==> config.mk <==
export PLATFORM = sky130hd
export DESIGN_NAME = distance_code_ring_decoder
export DESIGN_NICKNAME = d
export VERILOG_FILES = /design/src/hw/rtl/dcrd_pkg.sv /design/src/hw/rtl/dcrd_front.sv /design/src/hw/rtl/dcrd_ring_cell.sv /design/src/hw/rtl/dcrd_resolve.sv /design/src/hw/rtl/distance_code_ring_decoder.sv
export SDC_FILE = /design/constraint.sdc
export NUM_CORES = 1
export LEC_CHECK = 0
export BUFFER_PORTS_ARGS = -buffer_cell sky130_fd_sc_hd__buf_2
export CORE_ASPECT_RATIO = 2
export CORE_UTILIZATION = 60
export DETAILED_ROUTE_END_ITERATION = 12
export GPL_TIMING_DRIVEN = 0
export PLACE_DENSITY = 0.79
export SYNTH_ARGS = -nofsm -noshare
export SYNTH_HDL_FRONTEND = slang
export SYNTH_HIERARCHICAL = 1
export SYNTH_SLANG_ARGS = --single-unit
==> constraint.sdc <==
create_clock -name clk -period 12.95 [get_ports clk]
set_input_delay 1.9425 -clock clk [delete_from_list [all_inputs] [get_ports clk]]
set_output_delay 1.9425 -clock clk [all_outputs]
set_load 0.1 [all_outputs]
==> src/hw/rtl/dcrd_pkg.sv <==
// Shared types, constants and register codes of the distance code ring decoder.
package dcrd_pkg;

    localparam int unsigned RING_DEPTH = 4;
    localparam int unsigned SLOT_W     = $clog2(RING_DEPTH);
    localparam int unsigned DIST_W     = 32;
    localparam int unsigned CODE_W     = 10;
    localparam int unsigned EXTRA_W    = 24;
    localparam int unsigned BITS_W     = 5;
    localparam int unsigned DIRECT_W   = 7;
    localparam int unsigned POSTFIX_W  = 2;
    localparam int unsigned ADDR_W     = 4;

    localparam logic [DIRECT_W-1:0] MAX_DIRECT = 7'd120;

    // Ring contents after reset, oldest entry at index 0.
    localparam logic [RING_DEPTH-1:0][DIST_W-1:0] RING_INIT =
        {32'd16, 32'd15, 32'd11, 32'd4};

    typedef enum logic [1:0] {
        ST_OK        = 2'd0,
        ST_UNDERFLOW = 2'd1,
        ST_OVERFLOW  = 2'd2,
        ST_RANGE     = 2'd3
    } status_t;

    typedef enum logic [1:0] {
        ADJ_NONE = 2'd0,
        ADJ_SUB  = 2'd1,
        ADJ_ADD  = 2'd2
    } adj_t;

    typedef enum logic {
        SRC_FIXED = 1'b0,
        SRC_RING  = 1'b1
    } src_t;

    typedef enum logic [1:0] {
        REG_SPECIAL_ENABLE = 2'd0,
        REG_DIRECT_COUNT   = 2'd1,
        REG_POSTFIX_BITS   = 2'd2
    } reg_index_t;

    // Everything about one request that does not depend on the ring.
    typedef struct packed {
        src_t              src;
        logic [SLOT_W-1:0] slot;
        adj_t              adj;
        logic [1:0]        amount;
        logic              push;
        logic [DIST_W-1:0] distance;
        logic [BITS_W-1:0] bits;
        status_t           status;
    } front_t;

endpackage

==> src/hw/rtl/dcrd_front.sv <==
// Ring-independent decode of a distance code: class, extra bit count, arithmetic distances.
module dcrd_front (
    input  logic                             special_enable,
    input  logic [dcrd_pkg::DIRECT_W-1:0]    direct_count,
    input  logic [dcrd_pkg::POSTFIX_W-1:0]   postfix_bits,
    input  logic                             operation,
    input  logic [dcrd_pkg::CODE_W-1:0]      distance_code,
    input  logic [dcrd_pkg::EXTRA_W-1:0]     extra_value,
    output dcrd_pkg::front_t                 front
);
    import dcrd_pkg::*;

    logic [10:0]       special_w;
    logic [10:0]       direct_end;
    logic [10:0]       limit;
    logic [10:0]       code_w;
    logic [10:0]       x;
    logic [10:0]       x_shr;
    logic              high_lsb;
    logic [2:0]        low_mask;
    logic [2:0]        low;
    logic [BITS_W-1:0] bits;
    logic [DIST_W-1:0] offset;
    logic [DIST_W-1:0] extra_w;
    logic [DIST_W-1:0] base_add;
    logic [DIST_W-1:0] brotli_dist;
    logic [DIST_W-1:0] deflate_dist;
    logic [DIST_W-1:0] direct_dist;
    logic [SLOT_W-1:0] slot;
    adj_t              adj;
    logic [1:0]        amount;

    // Code space boundaries for the current layout.
    always_comb
    begin
        special_w  = {6'd0, special_enable, 4'd0};
        direct_end = special_w + {4'd0, direct_count};
        limit      = direct_end + (11'd48 << postfix_bits);
        code_w     = {1'b0, distance_code};
    end

    // Postfix and offset arithmetic for codes past the direct range.
    always_comb
    begin
        x        = code_w - direct_end;
        x_shr    = x >> ({1'b0, postfix_bits} + 3'd1);
        bits     = 5'd1 + x_shr[BITS_W-1:0];
        high_lsb = x[postfix_bits];
        low_mask = 3'((4'd1 << postfix_bits) - 4'd1);
        low      = x[2:0] & low_mask;
        offset   = ({30'd0, 1'b1, high_lsb} << bits) - 32'd4;
        extra_w  = {8'd0, extra_value};
        base_add = {25'd0, direct_count} + 32'd1;
        brotli_dist  = ((offset + extra_w) << postfix_bits) + {29'd0, low} + base_add;
        deflate_dist = ((offset + {29'd0, low}) << postfix_bits) + extra_w + base_add;
        direct_dist  = {22'd0, distance_code} - {21'd0, special_w} + 32'd1;
    end

    // Ring slot and adjustment of the sixteen ring-reference codes.
    always_comb
    begin
        slot   = '0;
        adj    = ADJ_NONE;
        amount = 2'd0;
        case (distance_code[3:0])
            4'd1:  slot = 2'd1;
            4'd2:  slot = 2'd2;
            4'd3:  slot = 2'd3;
            4'd4:
            begin
                adj    = ADJ_SUB;
                amount = 2'd1;
            end
            4'd5:
            begin
                adj    = ADJ_ADD;
                amount = 2'd1;
            end
            4'd6:
            begin
                adj    = ADJ_SUB;
                amount = 2'd2;
            end
            4'd7:
            begin
                adj    = ADJ_ADD;
                amount = 2'd2;
            end
            4'd8:
            begin
                adj    = ADJ_SUB;
                amount = 2'd3;
            end
            4'd9:
            begin
                adj    = ADJ_ADD;
                amount = 2'd3;
            end
            4'd10:
            begin
                slot   = 2'd1;
                adj    = ADJ_SUB;
                amount = 2'd1;
            end
            4'd11:
            begin
                slot   = 2'd1;
                adj    = ADJ_ADD;
                amount = 2'd1;
            end
            4'd12:
            begin
                slot   = 2'd1;
                adj    = ADJ_SUB;
                amount = 2'd2;
            end
            4'd13:
            begin
                slot   = 2'd1;
                adj    = ADJ_ADD;
                amount = 2'd2;
            end
            4'd14:
            begin
                slot   = 2'd1;
                adj    = ADJ_SUB;
                amount = 2'd3;
            end
            4'd15:
            begin
                slot   = 2'd1;
                adj    = ADJ_ADD;
                amount = 2'd3;
            end
            default: slot = 2'd0;
        endcase
    end

    // Classify the code and pick the ring-independent result.
    always_comb
    begin
        front.src      = SRC_FIXED;
        front.slot     = '0;
        front.adj      = ADJ_NONE;
        front.amount   = 2'd0;
        front.push     = 1'b0;
        front.distance = '0;
        front.bits     = '0;
        front.status   = ST_OK;
        if (code_w >= limit)
        begin
            front.status = ST_RANGE;
        end
        else
        begin
            if (code_w >= direct_end)
            begin
                front.bits = bits;
            end
            if (operation)
            begin
                if (code_w < special_w)
                begin
                    front.src    = SRC_RING;
                    front.slot   = slot;
                    front.adj    = adj;
                    front.amount = amount;
                    front.push   = (distance_code != '0);
                end
                else if (code_w < direct_end)
                begin
                    front.distance = direct_dist;
                end
                else
                begin
                    front.distance = special_enable ? brotli_dist : deflate_dist;
                    front.push     = special_enable;
                end
            end
        end
    end

endmodule

==> src/hw/rtl/dcrd_ring_cell.sv <==
// One entry of the recent-distance chain; shifts toward the older end on a push.
module dcrd_ring_cell #(
    parameter logic [dcrd_pkg::DIST_W-1:0] INIT_VALUE = '0
) (
    input  logic                          clk,
    input  logic                          rst_n,
    input  logic                          shift_en,
    input  logic [dcrd_pkg::DIST_W-1:0]   shift_in,
    output logic [dcrd_pkg::DIST_W-1:0]   value
);
    import dcrd_pkg::*;

    logic [DIST_W-1:0] value_reg;
    logic [DIST_W-1:0] value_next;

    // Take the neighbor's entry when the chain moves.
    always_comb
    begin
        value_next = shift_en ? shift_in : value_reg;
    end

    always_ff @(posedge clk or negedge rst_n)
    begin
        if (!rst_n)
        begin
            value_reg <= INIT_VALUE;
        end
        else
        begin
            value_reg <= value_next;
        end
    end

    assign value = value_reg;

endmodule

==> src/hw/rtl/dcrd_resolve.sv <==
// Reads the selected ring entry, applies the adjustment and decides the push.
module dcrd_resolve (
    input  dcrd_pkg::front_t                                      front,
    input  logic [dcrd_pkg::RING_DEPTH-1:0][dcrd_pkg::DIST_W-1:0] ring,
    output logic [dcrd_pkg::DIST_W-1:0]                           distance,
    output logic [dcrd_pkg::BITS_W-1:0]                           bits,
    output dcrd_pkg::status_t                                     status,
    output logic                                                  push,
    output logic [dcrd_pkg::DIST_W-1:0]                           push_value
);
    import dcrd_pkg::*;

    logic [DIST_W-1:0] v;
    logic [DIST_W-1:0] amount_w;
    logic [DIST_W-1:0] adjusted;
    status_t           ring_status;

    // Adjusted ring value with its underflow and overflow checks.
    always_comb
    begin
        v           = ring[front.slot];
        amount_w    = {30'd0, front.amount};
        adjusted    = v;
        ring_status = ST_OK;
        case (front.adj)
            ADJ_SUB:
            begin
                adjusted = v - amount_w;
                if (!(v > amount_w))
                begin
                    ring_status = ST_UNDERFLOW;
                end
            end
            ADJ_ADD:
            begin
                adjusted = v + amount_w;
                if (!(v < (32'hFFFF_FFFF - amount_w)))
                begin
                    ring_status = ST_OVERFLOW;
                end
            end
            default: adjusted = v;
        endcase
    end

    // Ring codes take the adjusted value; the rest pass through.
    always_comb
    begin
        bits = front.bits;
        if (front.src == SRC_RING)
        begin
            status     = ring_status;
            distance   = (ring_status == ST_OK) ? adjusted : '0;
            push       = front.push && (ring_status == ST_OK);
            push_value = adjusted;
        end
        else
        begin
            status     = front.status;
            distance   = front.distance;
            push       = front.push;
            push_value = front.distance;
        end
    end

endmodule

==> src/hw/rtl/distance_code_ring_decoder.sv <==
// Top level of the distance code ring decoder: register port, pipeline and ring chain.
//
// Usage: each request on the s_ channel carries one distance code. s_tuser[0] is the
// operation (0 asks only for the extra bit count, 1 decodes the distance). The result
// leaves on the m_ channel: m_tdata holds the distance and the extra bit count, and
// m_tuser the status (ok, ring underflow, ring overflow, code out of range).
// One request is accepted per cycle, sustained, while the receiver keeps up. A result
// passes the first-stage and then the output register: the decode apart from the ring
// runs in the accepting cycle, and the second stage reads the recent-distance chain,
// adjusts and pushes back into the ring, which sets the rate at one per cycle.
// The APB-style port writes special_enable (0x0), direct_count (0x4) and postfix_bits
// (0x8); write them only while no request is in flight. A direct_count above 120 is
// ignored. Reset restores the registers to 1, 0, 0, the ring to 4, 11, 15, 16 and
// empties the pipeline. When the receiver stalls, the result holds in the output
// register and one more request is taken into the first stage; after that s_tready
// stays low until the output moves.
module distance_code_ring_decoder (
    input  logic                            clk,
    input  logic                            rst_n,
    // Request channel.
    input  logic                            s_tvalid,
    output logic                            s_tready,
    // s_tdata, from bit 0: distance_code[9:0], extra_value[33:10], zero fill to 40 bits.
    input  logic [39:0]                     s_tdata,
    // s_tuser, from bit 0: operation.
    input  logic [0:0]                      s_tuser,
    // Result channel.
    output logic                            m_tvalid,
    input  logic                            m_tready,
    // m_tdata, from bit 0: distance[31:0], extra_bit_count[36:32], zero fill to 40 bits.
    output logic [39:0]                     m_tdata,
    // m_tuser, from bit 0: status[1:0].
    output logic [1:0]                      m_tuser,
    // Configuration port.
    input  logic                            psel,
    input  logic                            penable,
    input  logic                            pwrite,
    input  logic [dcrd_pkg::ADDR_W-1:0]     paddr,
    input  logic [31:0]                     pwdata,
    output logic [31:0]                     prdata,
    output logic                            pready
);
    import dcrd_pkg::*;

    logic                  special_enable_reg;
    logic [DIRECT_W-1:0]   direct_count_reg;
    logic [POSTFIX_W-1:0]  postfix_bits_reg;
    logic                  cfg_write;
    reg_index_t            reg_index;

    front_t                front;
    front_t                s1_reg;
    logic                  s1_valid_reg;
    logic                  s1_valid_next;
    logic                  out_valid_reg;
    logic                  out_valid_next;
    logic [DIST_W-1:0]     out_dist_reg;
    logic [BITS_W-1:0]     out_bits_reg;
    status_t               out_status_reg;

    logic                  out_en;
    logic                  in_fire;
    logic                  s1_fire;

    logic [DIST_W-1:0]     res_dist;
    logic [BITS_W-1:0]     res_bits;
    status_t               res_status;
    logic                  res_push;
    logic [DIST_W-1:0]     res_push_value;
    logic                  ring_shift;

    logic [RING_DEPTH-1:0][DIST_W-1:0] ring_q;

    // Configuration registers.
    assign pready    = 1'b1;
    assign cfg_write = psel && penable && pwrite && pready;
    assign reg_index = reg_index_t'(paddr[3:2]);

    always_ff @(posedge clk or negedge rst_n)
    begin
        if (!rst_n)
        begin
            special_enable_reg <= 1'b1;
            direct_count_reg   <= '0;
            postfix_bits_reg   <= '0;
        end
        else if (cfg_write)
        begin
            case (reg_index)
                REG_SPECIAL_ENABLE: special_enable_reg <= pwdata[0];
                REG_DIRECT_COUNT:
                begin
                    if (pwdata[DIRECT_W-1:0] <= MAX_DIRECT)
                    begin
                        direct_count_reg <= pwdata[DIRECT_W-1:0];
                    end
                end
                REG_POSTFIX_BITS:   postfix_bits_reg <= pwdata[POSTFIX_W-1:0];
                default:            special_enable_reg <= special_enable_reg;
            endcase
        end
    end

    // Register read-back.
    always_comb
    begin
        case (reg_index)
            REG_SPECIAL_ENABLE: prdata = {31'd0, special_enable_reg};
            REG_DIRECT_COUNT:   prdata = {25'd0, direct_count_reg};
            REG_POSTFIX_BITS:   prdata = {30'd0, postfix_bits_reg};
            default:            prdata = '0;
        endcase
    end

    // First stage: decode everything that does not need the ring.
    dcrd_front u_front (
        .special_enable (special_enable_reg),
        .direct_count   (direct_count_reg),
        .postfix_bits   (postfix_bits_reg),
        .operation      (s_tuser[0]),
        .distance_code  (s_tdata[9:0]),
        .extra_value    (s_tdata[33:10]),
        .front          (front)
    );

    // Pipeline flow control.
    assign out_en   = !out_valid_reg || m_tready;
    assign s_tready = !s1_valid_reg || out_en;
    assign in_fire  = s_tvalid && s_tready;
    assign s1_fire  = s1_valid_reg && out_en;

    always_comb
    begin
        s1_valid_next = s1_valid_reg;
        if (in_fire)
        begin
            s1_valid_next = 1'b1;
        end
        else if (s1_fire)
        begin
            s1_valid_next = 1'b0;
        end
        out_valid_next = out_valid_reg;
        if (s1_fire)
        begin
            out_valid_next = 1'b1;
        end
        else if (m_tready)
        begin
            out_valid_next = 1'b0;
        end
    end

    always_ff @(posedge clk or negedge rst_n)
    begin
        if (!rst_n)
        begin
            s1_valid_reg  <= 1'b0;
            out_valid_reg <= 1'b0;
        end
        else
        begin
            s1_valid_reg  <= s1_valid_next;
            out_valid_reg <= out_valid_next;
        end
    end

    // Payload registers of both stages.
    always_ff @(posedge clk)
    begin
        if (in_fire)
        begin
            s1_reg <= front;
        end
        if (s1_fire)
        begin
            out_dist_reg   <= res_dist;
            out_bits_reg   <= res_bits;
            out_status_reg <= res_status;
        end
    end

    // Second stage: ring read, adjustment and push decision.
    dcrd_resolve u_resolve (
        .front      (s1_reg),
        .ring       (ring_q),
        .distance   (res_dist),
        .bits       (res_bits),
        .status     (res_status),
        .push       (res_push),
        .push_value (res_push_value)
    );

    // Recent-distance chain: index 0 is the oldest entry, the top cell the newest.
    assign ring_shift = s1_fire && res_push;

    for (genvar i = 0; i < RING_DEPTH; i++)
    begin : g_ring
        logic [DIST_W-1:0] cell_in;
        if (i == RING_DEPTH - 1)
        begin : g_top
            assign cell_in = res_push_value;
        end
        else
        begin : g_mid
            assign cell_in = ring_q[i+1];
        end
        dcrd_ring_cell #(
            .INIT_VALUE (RING_INIT[i])
        ) u_cell (
            .clk      (clk),
            .rst_n    (rst_n),
            .shift_en (ring_shift),
            .shift_in (cell_in),
            .value    (ring_q[i])
        );
    end

    // Result channel.
    assign m_tvalid = out_valid_reg;
    assign m_tdata  = {3'd0, out_bits_reg, out_dist_reg};
    assign m_tuser  = out_status_reg;

`ifndef SYNTHESIS
    // Any failing status carries a zero distance.
    a_error_zero_dist : assert property (@(posedge clk) disable iff (!rst_n)
        (m_tvalid && (m_tuser != ST_OK)) |-> (m_tdata[31:0] == '0))
        else $error("nonzero distance with a failing status");

    // An out-of-range code reports no extra bits.
    a_range_zero_bits : assert property (@(posedge clk) disable iff (!rst_n)
        (m_tvalid && (m_tuser == ST_RANGE)) |-> (m_tdata[36:32] == '0))
        else $error("extra bit count on an out-of-range code");

    // A push lands in the newest cell and moves the former newest entry down.
    a_push_shift : assert property (@(posedge clk) disable iff (!rst_n)
        ring_shift |=> ((ring_q[RING_DEPTH-1] == $past(res_push_value)) &&
                        (ring_q[RING_DEPTH-2] == $past(ring_q[RING_DEPTH-1]))))
        else $error("ring chain did not shift correctly on a push");
`endif

endmodule

# Word-level counts from Yosys, hierarchy flattened
# Index checks and enable logic that the tools add are counted.
# word_totals
output_inout_bits	77
inputBits	84
wordCells	132
regBits	226
# op_classes
n_eq_ne	19
n_addsub	19
n_mux	27
bitwise	4
shift	6
magnitude_cmp	9
reduce_logical	28
# ops
op	n
$mux W32	6
$add A32 B24 Y32	2
$add A32 B3 Y32	2
$add A32 B32 Y32	2
$bmux W32 S2	1
$pmux W32 S2	1
$shl A32 B2 Y32	2
$add A32 B1 Y32 const B	1
$add A32 B2 Y32	1
$eq A4 B4 Y1 const B	8
$gt A32 B2 Y1	1
$lt A32 B32 Y1	1
$shl A2 B5 Y32	1
$sub A32 B2 Y32	1
$sub A32 B3 Y32 const B	1
$ge A10 B11 Y1	2
$pmux W7 S3	1
$eq A4 B3 Y1 const B	4
$pmux W2 S3	2
$reduce_or A4 Y1	3
$reduce_or A6 Y1	2
$add A11 B11 Y11	1
$lt A10 B11 Y1	1
$shl A6 B2 Y11 const A	1
36 further kinds	64

# Depth between registers and ports, before layout
# Gate-level depths: netlist (run 1).
# logic_depth
word_depth	12
mapped_depth	48
mapped_depth_nobuf	45

# Cells and area by module
# Netlist (run 1), hierarchy kept.
# modules_own_cells
mod	seq_area_each_um2	n_inst	cells_each	area_each_um2
dcrd_front	0.0	1	1536	10608.9
dcrd_resolve	0.0	1	532	3958.8
distance_code_ring_decoder	2884.0	1	164	3404.5
dcrd_ring_cell at g_ring[0].u_cell ...	802.0	2	68	1346.3
dcrd_ring_cell at g_ring[2].u_cell	805.8	1	68	1350.0
dcrd_ring_cell at g_ring[1].u_cell	804.5	1	68	1348.8

# Least setup slack after synthesis (run 1)
# Ideal clock, no wire load.
# synth_path
kind	input port to flip-flop
from	input s_tdata[0]
to	register s1_reg[37] (netlist name), data pin
cell_stages	41
setup_ns	0.283
path_slack_ns	2.236
arrival_time_ns	10.431
path_buffers	4
path_cell_list	inv_1 -> ha_1 -> inv_1 -> fa_1 -> or3_1 -> o21ai_1 -> nor3_1 -> a21o_1 -> ha_1 -> clkbuf_1 -> nor2_1 -> and4_1 -> a2111o_1 -> clkbuf_1 -> nand2_1 -> or2_2 -> ha_1 -> inv_1 -> (+5 left out) -> ha_1 -> and2_1 -> a31o_2 -> nor3_1 -> nor3_1 -> a2111oi_0 -> o21ai_0 -> xnor2_1 -> a211o_1 -> mux2_2 -> or2_2 -> a211oi_2 -> nand2_1 -> or3_1 -> buf_2 -> nor4_1 -> xor2_1 -> a221oi_1
# synth_between
elab_chain_cells	11
word_cells_on_any_way	24
classes_between	11 x add/sub; 3 x order compare; 4 x shift; 4 x mux; 1 x bitwise; 1 x reduce/logical
# synth_lines
element	line_no	text
start, declared	distance_code_ring_decoder.sv:24	input logic [39:0] s_tdata,
$sub A10 B11 Y11	dcrd_front.sv:45	x = code_w - direct_end;
$shr A11 B3 Y5 / $bmux W1 S2 (equally long branches)	dcrd_front.sv:46, dcrd_front.sv:48	
$add A1 B5 Y5 / $mux W1 (equally long branches)	dcrd_front.sv:47, dcrd_front.sv:48	
$shl A2 B5 Y32	dcrd_front.sv:51	offset = ({30'd0, 1'b1, high_lsb} << bits) - 32'd4;
$sub A32 B3 Y32	dcrd_front.sv:51	
$add A32 B3 Y32 / $add A32 B24 Y32 (equally long branches)	dcrd_front.sv:55, dcrd_front.sv:54	
$shl A32 B2 Y32 (on tied branches)	dcrd_front.sv:55, dcrd_front.sv:54	
$add A32 B24 Y32 / $add A32 B3 Y32 (equally long branches)	dcrd_front.sv:55, dcrd_front.sv:54	
$add A32 B32 Y32 (on tied branches)	dcrd_front.sv:55, dcrd_front.sv:54	
$mux W32	dcrd_front.sv:176	front.distance = special_enable ? brotli_dist : deflate_dist;
$mux W32	dcrd_front.sv:170	else if (code_w < direct_end)
end signal, assigned	distance_code_ring_decoder.sv:173	s1_reg <= front;
end, declared	distance_code_ring_decoder.sv:52	front_t s1_reg;
# Several ways; a longest one is shown, not always the timed one. The select of a mux whose other input is x is not followed.
# A chain may end at the register's enable or synchronous reset.

# Worst setup path in the final report (run 1)
# layout_path
from	input s_tdata[0]
to	register s1_reg[38] (netlist name), data pin
# The elaborated chain is that of the path after synthesis.

==> results of run 1 <==
## through the flow
| stage | area, sq um | TNS, ps |
|---|---|---|
| after floorplan | 23500 | 0 |
| after global placement | 24600 | -3450 |
| after detailed placement | 24700 | -4300 |
| after CTS | 25300 | 0 |
| after global routing | 25400 | 0 |
| final | 25400 | 0 |
## routing by layer
metal	part of all wire	GRT usage	vias up	wire length [um]
li1	-	-	9625	-
met1	0.30	0.381	10490	26700
met2	0.50	0.804	1326	44900
met3	0.066	0.0980	626	5900
met4	0.13	0.514	8	11900
met5	0.00062	0	-	55
## cells in the mapped netlist, drive strengths merged (50+ instances only)
| cell type | instances | share of area |
|---|---|---|
| nor2 | 247 | 0.041 |
| mux2 | 173 | 0.10 |
| nand2 | 165 | 0.027 |
| a21oi | 144 | 0.031 |
| dfrtp | 130 | 0.14 |
| ha | 121 | 0.065 |
| o21ai | 108 | 0.024 |
| buf | 105 | 0.038 |
| edfxtp | 86 | 0.11 |
| clkbuf | 79 | 0.013 |
| inv | 76 | 0.012 |
| nor3 | 76 | 0.020 |
| nand3 | 73 | 0.016 |
| xnor2 | 71 | 0.027 |
| mux2i | 65 | 0.028 |
| xor2 | 50 | 0.019 |
## kinds of logic after synthesis
logic type | count (synthesis) | share of synthesized area
AOI/OAI and AO/OA | 605 | 0.187
xor gates and xnor gates | 121 | 0.0457
adders and majority gates | 139 | 0.0802
buffers and inverters | 261 | 0.0630
DFF | 226 | 0.261
muxes | 273 | 0.164
other | 2 | 0.000321
and+or+nand+nor | 877 | 0.199
## how the worst max path moves through the flow
stage          depth (start not counted)                 from    endpoint
6_report                              45           s_tdata[0]  s1_reg[38]
5_1_grt                               45           s_tdata[0]  s1_reg[38]
4_1_cts                               42  postfix_bits_reg[0]  s1_reg[37]
3_5_place_dp                          41  postfix_bits_reg[0]  s1_reg[37]
3_3_place_gp                          40  postfix_bits_reg[0]  s1_reg[32]
2_1_floorplan                         41           s_tdata[0]  s1_reg[37]
## worst max-delay path, delay by kind of cell
kind / cells / cell delay [ps]
and+or+nand+nor: 11 / 2200
adders and majority gates: 6 / 1940
xor gates and xnor gates: 1 / 240
muxes: 1 / 290
buffers and inverters: 8 / 1380
AOI/OAI and AO/OA: 18 / 4730
## final cells by class
cell class | instances | area, sq um
multi-input combinational | 2044 | 16000
buffer | 184 | 1190
tap | 515 | 644
clock buffer | 28 | 552
sequential | 226 | 6100
clock inverter | 8 | 50.0
antenna | 4 | 10.0
fill | 3073 | 12800
inverter | 77 | 289
timing repair buffer | 103 | 579
## what timing repair did
action | 4_1_cts | 5_1_grt
setup buffers | 0 | 1
hold buffers | 0 | 0
gates resized for setup | 5 | 18
endpoints found under the setup margin | 8 | 13
pin swaps | 0 | 2
==> flow_summary.yaml, run 1 <==
run_status:
  status: "complete, but fails checks"
  violations: "max-capacitance violations"
final_layout:
  finalNonFillerCells: 3189
  final_util: 0.665
  syn_to_final_growth_pct: 8.57
  layout_commonest_cell: "nor2_1"
  fin_nets: 2879
  final_cell_mix: "nor2_1, nand2_1, a21oi_1, dfrtp_1, buf_2"
  largest_register_ffs: 128
  drive_above_1_share: 0.216
placed_design:
  dp_worst_setup_slack_ps: -728
  io_buffers: 98
  dpl.cell_count: 3147
  place_congestion: 1.05
  dp_hpwl_um: 69900
worst_hold_path:
  hold_class: "flop to flop"
  holdPathStages: 1
  hp-start: "g_ring[0].u_cell/value[16]"
  whs_endpoint: "g_ring[0].u_cell/value[16]"
sta:
  period_share: 0.968
  worst_slack_ps: 412
  tightest_slew_ps: 1500
  max_slew_margin: 0.000598
  hold_slack_ps: 511
  hold_viol_final: 0
  rsz0062_at_grt: "no"
  fin_skew_ps: 15.9
  fmax_ghz: 0.0798
  finalCriticalPeriod_ps: 12540
  finalMaxSlewViolations: 0
  setup_viol: 0
critical_path:
  slowest_stage: "a21boi_1"
  critical_path_class: "input pin to flop"
  regToRegEndpoint: "s1_reg[38]"
  critPathCaptureType: "flop"
  crit_required_ps: 13150
  crit_top_cell: "ha_1"
  critPathMaxFanout: 10
  worst_ep_arrival_time_ps: 12730
  ff2ff_setup_slack_ps: 550
  ff2ff_path_depth: 45
  r2r_start: "postfix_bits_reg[0]"
  start_kind: "input pin"
  crit_path_max_incr_delay_ps: 630
clock_tree:
  cts_made_buffers: 20
  cts_sinks: 226
  clock_path_buffers: 3
  cts-root-buf: "clkbuf_16"
  clk_latency_ps: 530
  cts.clk_slew.worst_paths_ps: 70
  tritoncts: "built"
  h-tree-depth: 1
floorplan:
  pin_count: 161
  row_count: 101
  dieArea_sq_um: 39800
  die_w_um: 142
  start_util: 0.612
  die_h_um: 281
  core_area_sq_um: 38200
yosys:
  synth-edff-count: 86
  ys_seq_elements: 226
  synth_area_sq_um: 23400
  ys_types: 131
  synth_warnings: 6
  netlist_instances: 2504
  avgSynthCellArea_sq_um: 9.33
  async_flop_share: 0.619
  synthFlopType: "dfrtp_1"
  ys_seq_area_frac: 0.261
global_routing:
  grt-ovfl-total: 0
  grt_pass1_wl_um: 133000
  grt_max_degree: 101
  grtUsageTotal: 0.449
  grt_pass1_vias: 22943
  antenna_found_initial: 7
routing:
  vias_per_cell: 6.92
  drt_iter0_drc: 1653
  drt_pass1_iterations: 7
  routed_wl_um: 89400
  drtAntennaViolNets: 0
  route.detailed.drc: 0
  vias: 22075
  wire_per_inst_um: 28.0
job:
  max-cap-violations: 1
Power of run 1 is left out: the tool's default activity adds up to more than one toggle a clock period on the data nets, which glitch-free logic cannot reach.
==> run 2, diff against run 1 <==
--- a/config.mk
+++ b/config.mk
@@ -5,13 +5,14 @@
 export SDC_FILE = /design/constraint.sdc
 export NUM_CORES = 1
 export LEC_CHECK = 0
-export BUFFER_PORTS_ARGS = -buffer_cell sky130_fd_sc_hd__buf_2
 export CORE_ASPECT_RATIO = 2
 export CORE_UTILIZATION = 60
 export DETAILED_ROUTE_END_ITERATION = 12
+export DONT_BUFFER_PORTS = 1
 export GPL_TIMING_DRIVEN = 0
-export PLACE_DENSITY = 0.79
+export PLACE_DENSITY = 0.76
 export SYNTH_ARGS = -nofsm -noshare
 export SYNTH_HDL_FRONTEND = slang
 export SYNTH_HIERARCHICAL = 1
 export SYNTH_SLANG_ARGS = --single-unit
+export TNS_END_PERCENT = 30
==> run 2 against run 1 <==
The flow now finishes without violations. Count of clock-buffer cells in the layout grew 2. Global-route usage is 2.3 points lower. Worst setup slack better by 30 ps. Highest routed layer unchanged. Register-to-register slack better by 30 ps. Sequential cell count unchanged.
==> flow_summary.yaml, run 2 (synthesis gave the netlist of run 1 again) <==
run_status:
  status: "complete, no violations"
global_routing:
  grt_max_degree: 141
  grt_pass1_wl_um: 126000
  grt_pass1_vias: 21639
  grt-ovfl-total: 0
  grtUsageTotal: 0.426
  antenna_found_initial: 1
clock_tree:
  h-tree-depth: 1
  hold_buffers: 0
  cts_made_buffers: 19
  cts_sinks: 226
  clk_latency_ps: 540
  tritoncts: "built"
  cts-root-buf: "clkbuf_16"
  cts.clk_slew.worst_paths_ps: 70
  clock_path_buffers: 3
final_layout:
  layout_commonest_cell: "nor2_1"
  final_cell_mix: "nor2_1, nand2_1, a21oi_1, dfrtp_1"
  antenna_cells: 0
  syn_to_final_growth_pct: 6.67
  drive_above_1_share: 0.187
  fin_nets: 2778
  largest_register_ffs: 128
routing:
  drtAntennaViolNets: 0
  vias: 21071
  drt_pass1_iterations: 6
  drt_iter0_drc: 1740
  routed_wl_um: 84500
  wire_per_inst_um: 27.4
  vias_per_cell: 6.83
  route.detailed.drc: 0
placed_design:
  place_congestion: 1.07
  dp_hpwl_um: 65900
  dp_worst_setup_slack_ps: -1110
  io_buffers: 0
critical_path:
  worst_ep_arrival_time_ps: 12760
  ff2ff_path_depth: 40
  ff2ff_setup_slack_ps: 580
  critPathCaptureType: "flop"
  path_delay_family: "simple AND/OR/NAND/NOR gates"
  critPathMaxFanout: 10
  critical_path_class: "input pin to flop"
  slowest_stage: "a221oi_4"
  crit_required_ps: 13200
  start_kind: "input pin"
  crit_buf_inv: 7
  r2r_start: "postfix_bits_reg[0]"
  regToRegEndpoint: "s1_reg[38]"
  crit_path_max_incr_delay_ps: 630
worst_hold_path:
  hold_class: "flop to flop"
  whs_endpoint: "g_ring[0].u_cell/value[16]"
  hp-start: "g_ring[0].u_cell/value[16]"
  holdPathStages: 1
floorplan:
  die_h_um: 281
  dieArea_sq_um: 39800
  die_w_um: 142
  row_count: 101
  pin_count: 161
  core_area_sq_um: 38200
  start_util: 0.612
sta:
  finalMaxSlewViolations: 0
  finalCriticalPeriod_ps: 12510
  period_share: 0.966
  max_slew_margin: 0.0461
  rsz0062_at_grt: "no"
  hold_slack_ps: 509
  worst_slack_ps: 442
  setup_viol: 0
  fin_tns_setup_ps: 0
  hold_viol_final: 0
  tightest_slew_ps: 1430
  fin_skew_ps: 26.3
  fmax_ghz: 0.0800
job:
  max-cap-violations: 0
-- run 2: worst reg2reg max path: cells and delay by family (launching register included) --
kind	cells	cell delay (ps)
buffers and inverters	12	3790
AOI/OAI and AO/OA	10	3090
adders and majority gates	3	890
muxes	1	140
and+or+nand+nor	12	3310
DFF	1	450
xor gates and xnor gates	2	410
-- run 2: area by class of cell --
class	count	area, sq um
clock inverter	4	52.6
buffer	184	1200
fill	3188	13200
inverter	77	289
sequential	226	6100
clock buffer	30	636
tap	515	644
multi-input combinational	2044	16000
timing repair buffer	3	47.5
-- run 2: per-stage QoR --
stage	instance area, sq um	std cells	util
global placement	24100	3046	0.632
finish	24900	3083	0.653
detailed placement	24200	3048	0.633
global route	24900	3083	0.653
floorplan	23500	2531	-
CTS	24900	3082	0.651
-- run 2: what timing repair did --
action                     CTS  global route
pin swaps                    0             2
gates resized for setup      8            15
cloned                       0             0
setup buffers                0             1
setup endpoints to repair    8             9
-- run 2: routing by layer --
metal  GRT usage  wire length, um  up-vias
met4       0.453            10300        2
met2       0.772            43000     1068
met1       0.374            25900    10102
met5           0               13        -
met3      0.0813             5220      489
li1            -                -     9410
-- run 2: worst max-delay path by stage --
stage,end,cells after the start,startpoint,slack (ps)
final,s1_reg[38],40,s_tdata[0],440
after global routing,s1_reg[38],40,s_tdata[0],20
after CTS,s1_reg[38],43,postfix_bits_reg[0],110
after detailed placement,s1_reg[38],43,postfix_bits_reg[0],-1110
after global placement,s1_reg[38],43,postfix_bits_reg[0],-1130
after floorplan,s1_reg[37],41,s_tdata[0],2240
Power of run 2 is left out for the same reason.
